**config.mk**
```make
export PLATFORM = sky130hd
export DESIGN_NAME = lfrf_cell
export DESIGN_NICKNAME = d
export VERILOG_FILES = /design/src/rtl/core/assert_macros.svh /design/src/rtl/core/lfrf_pkg.sv /design/src/rtl/core/lfrf_cell.sv
export SDC_FILE = /design/constraint.sdc
export NUM_CORES = 1
export LEC_CHECK = 0
export BUFFER_PORTS_ARGS = -buffer_cell sky130_fd_sc_hd__buf_2
export CAP_MARGIN = 15
export CORE_ASPECT_RATIO = 1.4
export CORE_MARGIN = 8
export CORE_UTILIZATION = 48
export DETAILED_ROUTE_END_ITERATION = 8
export PLACE_DENSITY_LB_ADDON = 0.1
export SETUP_SLACK_MARGIN = 0.5
export SYNTH_ARGS = -nofsm -noshare
export SYNTH_HDL_FRONTEND = slang
export SYNTH_SLANG_ARGS = --single-unit
```
**constraint.sdc**
```tcl
create_clock -name clk -period 1.3 [get_ports clk]
set_clock_uncertainty 0.15 [all_clocks]
set_input_delay 0.13 -clock clk [delete_from_list [all_inputs] [get_ports clk]]
set_output_delay 0.13 -clock clk [all_outputs]
set_load 0.02 [all_outputs]
```
**src/rtl/core/assert_macros.svh**
```systemverilog
// Assertion macros shared by the RTL. Compiled out when SYNTH is defined.
`ifndef ASSERT_MACROS_SVH
`define ASSERT_MACROS_SVH

`ifndef SYNTH

// Same-cycle implication, checked on every rising edge outside reset.
`define ASSERT_IMPL(lbl, clk, rstn, ante, cons, msg) \
    lbl: assert property (@(posedge clk) disable iff (!rstn) (ante) |-> (cons)) \
        else $error(msg);

// Next-cycle implication.
`define ASSERT_NEXT(lbl, clk, rstn, ante, cons, msg) \
    lbl: assert property (@(posedge clk) disable iff (!rstn) (ante) |=> (cons)) \
        else $error(msg);

`else

`define ASSERT_IMPL(lbl, clk, rstn, ante, cons, msg)
`define ASSERT_NEXT(lbl, clk, rstn, ante, cons, msg)

`endif

`endif

```
**src/rtl/core/lfrf_pkg.sv**
```systemverilog
package lfrf_pkg;

    localparam int IN_TDATA_W  = 64;
    localparam int OUT_TDATA_W = 24;
    localparam int CFG_W       = 11;
    localparam int FIELD_W     = 10;

    localparam logic [CFG_W-1:0] CFG_RESET = 11'd1024;

    // Control that travels with each word down the cell row
    typedef struct packed {
        logic valid;
        logic last;
        logic live;
    } lfrf_ctl_t;

endpackage

```
**src/rtl/core/lfrf_cell.sv**
```systemverilog
module lfrf_cell #(
    parameter int WORD_BITS = 64,
    parameter int POS       = 0
) (
    input  logic                         clk,
    input  logic                         rst_n,
    input  logic                         adv,
    input  lfrf_pkg::lfrf_ctl_t          ctl_in,
    input  logic [WORD_BITS-1:0]         used_in,
    input  logic                         all_free_in,
    input  logic [$clog2(WORD_BITS+1)-1:0] pre_len_in,
    input  logic [$clog2(WORD_BITS+1)-1:0] cur_len_in,
    input  logic [$clog2(WORD_BITS+1)-1:0] cur_start_in,
    input  logic [$clog2(WORD_BITS+1)-1:0] in_len_in,
    input  logic [$clog2(WORD_BITS+1)-1:0] in_start_in,
    output lfrf_pkg::lfrf_ctl_t          ctl_out,
    output logic [WORD_BITS-1:0]         used_out,
    output logic                         all_free_out,
    output logic [$clog2(WORD_BITS+1)-1:0] pre_len_out,
    output logic [$clog2(WORD_BITS+1)-1:0] cur_len_out,
    output logic [$clog2(WORD_BITS+1)-1:0] cur_start_out,
    output logic [$clog2(WORD_BITS+1)-1:0] in_len_out,
    output logic [$clog2(WORD_BITS+1)-1:0] in_start_out
);
    import lfrf_pkg::*;

    localparam int LB = $clog2(WORD_BITS+1);

    lfrf_ctl_t       ctl_reg;
    logic [WORD_BITS-1:0] used_reg;
    logic            all_free_reg, all_free_next;
    logic [LB-1:0]   pre_len_reg, pre_len_next;
    logic [LB-1:0]   cur_len_reg, cur_len_next;
    logic [LB-1:0]   cur_start_reg, cur_start_next;
    logic [LB-1:0]   in_len_reg, in_len_next;
    logic [LB-1:0]   in_start_reg, in_start_next;
    logic            free;

    // Fold bit POS into the word summary: leading run, open run, best inner run
    always_comb
    begin
        free           = ~used_in[POS];
        all_free_next  = all_free_in & free;
        pre_len_next   = all_free_next ? pre_len_in + LB'(1) : pre_len_in;
        cur_len_next   = free ? cur_len_in + LB'(1) : '0;
        cur_start_next = (free && cur_len_in == '0) ? LB'(POS) : cur_start_in;
        in_len_next    = in_len_in;
        in_start_next  = in_start_in;
        if (free && !all_free_in && cur_len_next > in_len_in)
        begin
            in_len_next   = cur_len_next;
            in_start_next = cur_start_next;
        end
    end

    always_ff @(posedge clk or negedge rst_n)
    begin
        if (!rst_n)
        begin
            ctl_reg <= '0;
        end
        else if (adv)
        begin
            ctl_reg <= ctl_in;
        end
    end

    always_ff @(posedge clk)
    begin
        if (adv)
        begin
            used_reg      <= used_in;
            all_free_reg  <= all_free_next;
            pre_len_reg   <= pre_len_next;
            cur_len_reg   <= cur_len_next;
            cur_start_reg <= cur_start_next;
            in_len_reg    <= in_len_next;
            in_start_reg  <= in_start_next;
        end
    end

    assign ctl_out       = ctl_reg;
    assign used_out      = used_reg;
    assign all_free_out  = all_free_reg;
    assign pre_len_out   = pre_len_reg;
    assign cur_len_out   = cur_len_reg;
    assign cur_start_out = cur_start_reg;
    assign in_len_out    = in_len_reg;
    assign in_start_out  = in_start_reg;

endmodule

```
==> impl_metrics.env, run 1 <==
export IMPL_num_io_pins=209
export IMPL_grt_worst_endpoint="in_start_out[1]$_DFFE_PP_/D"
export IMPL_grtUsageTotal_pct=61.3
export IMPL_syn_inst=194
export IMPL_synth_seq_cells=103
export IMPL_cts_inserted_buffers=9
export IMPL_placement_rows=38
export IMPL_clock_root_buffer="clkbuf_8"
export IMPL_io_buffers=208
export IMPL_antenna_found_initial=5
export IMPL_synthesis_nets=310
export IMPL_dp_cells=535
export IMPL_die_h_um=122
export IMPL_synth_xor_area_share_pct=2.06
export IMPL_synth_mux_area_share_pct=5.69
export IMPL_grt_max_degree=37
export IMPL_status="stopped before the end"
export IMPL_syn_area_um2=3830
export IMPL_yosysWarnings=0
export IMPL_synth_fa_ha_area_share_pct=3.27
export IMPL_ys_types=30
export IMPL_synth_top_family_by_area="multiplexers"
export IMPL_htree_num_levels=3
export IMPL_worstEndpointType="register input"
export IMPL_die_w_um=91.5
export IMPL_grt_overflow=9
export IMPL_gp_congestion=0.818
export IMPL_synthSimpleGateAreaFrac_pct=5.03
export IMPL_synth_compound_area_share_pct=1.96
export IMPL_avgSynthCellArea_um2=19.7
export IMPL_start_util_pct=49.4
export IMPL_firstError="[ERROR GRT-0232] Routing congestion too high. Check the congestion heatmap in the GUI."
export IMPL_clk_path_buf_depth=2
export IMPL_cts_sinks=103
export IMPL_yosysSeqAreaShare_pct=80.4
export IMPL_stop_stage="global routing"
export IMPL_dp_hpwl_um=8250
metrics by stage:
stage | area [um^2] | hold slack [ps] | utilization (%) | setup WS (ps)
4_1_cts | 7030 | -208 | 90.7 | -913
3_5_place_dp | 5400 | -220 | 69.7 | -1400
3_3_place_gp | 5400 | -221 | 69.7 | -1330
2_1_floorplan | 3960 | -316 | - | -1170
cell usage after synthesis (all sizes together):
cell type	n	area (um^2)
a21o	2	15.0
a21oi	3	15.0
a31oi	1	21.3
a41oi	1	8.76
and2	7	46.3
and2b	2	15.0
and4	2	17.5
buf	2	22.5
clkbuf	1	5.00
dfrtp	3	75.1
edfxtp	100	3000
ha	10	125
inv	9	33.8
mux2	18	218
nand2	4	15.0
nand3	6	35.0
nand3b	1	7.51
nand4	1	6.26
nor2	5	18.8
nor4	1	12.5
o21ai	3	15.0
or2	1	6.26
or3	2	12.5
xnor2	4	35.0
xor2	5	43.8
kinds of logic after synthesis:
logic type | count (synthesis)
flip-flops | 103
AND/OR/NAND/NOR | 32
multiplexers | 18
buffers and inverters | 12
AO/OA/AOI/OAI | 10
adder cells (fa/ha/maj) | 10
XOR/XNOR | 9
routing by layer:
metal / overflow / global-route usage, %
met3: 0 / 40.8
met4: 4 / 69.0
met5: 0 / 4.82
met2: 5 / 84.6
met1: 0 / 56.4
timing repair:
action | 4_1_cts
resized for setup | 236
pin swaps | 13
buffers inserted | 14
endpoints found under the hold margin | 97
setup endpoints to repair | 140
hold buffers | 57
==> run 2, diff against run 1 <==
CORE_ASPECT_RATIO = not set   (was 1.4)
CORE_UTILIZATION = 40   (was 48)
PLACE_DENSITY_LB_ADDON = 0.15   (was 0.1)
SETUP_SLACK_MARGIN = not set   (was 0.5)
==> run 2 against run 1 <==
  * The flow now finishes, with violations (setup timing)
  * Synthesized cell count is the same
  * Area after synthesis is the same
==> impl_metrics.env, run 2 <==
export IMPL_yosysMostFrequentCell="edfxtp_1"
export IMPL_synth_seq_cells=103
export IMPL_grt_pass1_wl_um=18100
export IMPL_synthesis_nets=310
export IMPL_p_per_area_nw_per_um2=1140
export IMPL_layout_cells_non_filler=674
export IMPL_top_usage_layer="met2"
export IMPL_placement_rows=35
export IMPL_crit_type="in -> reg"
export IMPL_drtPass1Iterations=5
export IMPL_die_w_um=114
export IMPL_yosysSeqAreaShare_pct=80.4
export IMPL_io_buffers=208
export IMPL_fin_area_um2=6600
export IMPL_synthFlopType="edfxtp_1"
export IMPL_mostFrequentLayoutCell="buf_2"
export IMPL_synth_compound_area_share_pct=1.96
export IMPL_gr_usage_met3_pct=5.65
export IMPL_use_met2_pct=34.0
export IMPL_crit_path_start_kind="input port"
export IMPL_diodes=0
export IMPL_yosysWarnings=0
export IMPL_area_growth_pct=72.3
export IMPL_crit_family="compound AO/OA/AOI/OAI gates"
export IMPL_worstPathArrival_ps=2210
export IMPL_cap_violations=0
export IMPL_final_nets=656
export IMPL_vias=3002
export IMPL_grt_max_degree=29
export IMPL_fin_util_pct=71.1
export IMPL_setup_viol=14
export IMPL_antenna_left=0
export IMPL_violations="setup timing"
export IMPL_cellLeakagePower_nw=2.89
export IMPL_design_die_area_um2=13000
export IMPL_synth_top_family_by_area="multiplexers"
export IMPL_totalWireLength_um=11900
export IMPL_synth_mux_area_share_pct=5.69
export IMPL_syn_area_um2=3830
export IMPL_clock_root_buffer="clkbuf_8"
export IMPL_slew_violations=0
export IMPL_synth_top_area_share_pct=78.4
export IMPL_end_kind="flop"
export IMPL_grt_setup_unrepaired="true"
export IMPL_core_area_um2=9280
export IMPL_crit_required_ps=1250
export IMPL_dp_cells=568
export IMPL_route_detailed_drc=0
export IMPL_syn_inst=194
export IMPL_gp_congestion=0.799
export IMPL_via_per_inst=4.45
export IMPL_grtUsageTotal_pct=18.0
export IMPL_largest_reg_flops=64
export IMPL_hold_path_class="in -> reg"
export IMPL_synthSimpleGateAreaFrac_pct=5.03
export IMPL_num_io_pins=209
export IMPL_synthTopCellsByArea="edfxtp_1 (78%), ha_1 (3.3%), mux2_2 (2.4%), dfrtp_1 (2.0%), mux2_1 (1.8%)"
export IMPL_slowest_stage="or3_4"
export IMPL_htree_num_levels=3
export IMPL_yosys_area_top_type="edfxtp_1"
export IMPL_drt_iter0_markers=178
export IMPL_synth_common_cells="edfxtp_1 (100), ha_1 (10), inv_1 (9)"
export IMPL_grt_pass1_vias=3307
export IMPL_start_util_pct=41.2
export IMPL_cts_sinks=103
export IMPL_cts_inserted_buffers=9
export IMPL_clock_latency_ps=340
export IMPL_postPlaceCellArea_um2=5390
export IMPL_hold_viol=0
export IMPL_cp_num_buf_inv=2
export IMPL_fillers=643
export IMPL_avgRoutedWirePerCell_um=17.7
export IMPL_whs_ps=32.9
export IMPL_fmax_mhz=444
export IMPL_avgSynthCellArea_um2=19.7
export IMPL_grt_overflow=0
export IMPL_drive_gt1_share_pct=54.5
export IMPL_path_clk_slew_ps=100
export IMPL_slew_headroom_pct=80.8
export IMPL_dp_hpwl_um=8150
export IMPL_synth_xor_area_share_pct=2.06
export IMPL_synth_fa_ha_area_share_pct=3.27
export IMPL_cpPeakStageDelay_ps=380
export IMPL_setup_ws_ps=-953
export IMPL_clk_path_buf_depth=2
export IMPL_cts_tree="done"
export IMPL_status="finished, violations left"
export IMPL_synthArstFlopShare_pct=2.91
export IMPL_power_total_w=0.00751
export IMPL_synth_edf_count=100
export IMPL_vdd_ir_drop_max_mv=0.686
export IMPL_antenna_found_initial=0
export IMPL_tightest_slew_ps=284
export IMPL_worstPathCellList="buf_2 > nand3_2 > or3_4 > a21oi_4 > ha_4 > nand4_1 > a21o_1 > a31oi_4 > clkbuf_16 > mux2_4"
export IMPL_die_h_um=114
export IMPL_grt_util_met1_pct=19.0
export IMPL_layout_common_cells="buf_2 (204), edfxtp_1 (100), dlygate4sd3_1 (89)"
export IMPL_ys_types=30
export IMPL_fin_crit_ps=2250
export IMPL_fin_crit_sh_pct=173
export IMPL_cp_max_fo=5
[run 2: cell counts after synthesis]
No cell type changed its count.
[run 2: final timing paths]
| check | slack, ps | depth (start not counted) | end | start |
|---|---|---|---|---|
| min in group asynchronous | 510 | 3 | ctl_out[2] | rst_n |
| min | 30 | 1 | used_out[12] | adv |
| max | -950 | 10 | in_start_out[3] | cur_len_in[2] |
| min reg2reg | 360 | 1 | ctl_out[1] | ctl_out[1] |
| max reg2reg | 380 | 1 | ctl_out[0] | ctl_out[0] |
| max in group asynchronous | 330 | 3 | ctl_out[1] | rst_n |
[run 2: layout make-up]
class	instances	area [um^2]	area share (%)
multi-input combinational	79	800	12.1
inverter	9	33.8	0.512
tap	129	161	2.45
clock buffer	9	124	1.88
sequential	103	3080	46.7
clock inverter	7	80.1	1.21
timing repair buffer	338	2320	35.2
[run 2: power by group]
| group | switching, W | internal (W) |
|---|---|---|
| Combinational | 0.000775 | 0.000679 |
| Sequential | 0.0000678 | 0.00394 |
| Clock | 0.00113 | 0.000919 |
[run 2: per-layer routing]
metal | wire length (um) | up-vias
li1 | - | 1433
met3 | 899 | 15
met5 | 0 | -
met1 | 4430 | 1421
met2 | 6420 | 133
met4 | 182 | 0
[run 2: logic make-up (layout without fill, tap and decap cells)]
kind of cell	count (synthesis)	in the layout
buffers and inverters	12	363
AO/OA/AOI/OAI	10	10
adder cells (fa/ha/maj)	10	10
XOR/XNOR	9	9
flip-flops	103	103
multiplexers	18	18
AND/OR/NAND/NOR	32	32
[run 2: what timing repair did]
item                       4_1_cts  5_1_grt
setup buffers                    1        0
resized for setup               17        4
cloned                           1        0
hold endpoints to repair        90        0
pin swaps                        8        0
setup endpoints to repair       14       16
hold buffers                    89        0
[run 2: per-stage QoR]
step | setup WS [ps] | setup TNS (ps)
after floorplan | -1170 | -15910
after global placement | -1320 | -21420
after detailed placement | -1380 | -22230
after CTS | -933 | -12790
after global routing | -989 | -13410
final | -953 | -12750
No activity file was read; power rests on OpenSTA's default activity.
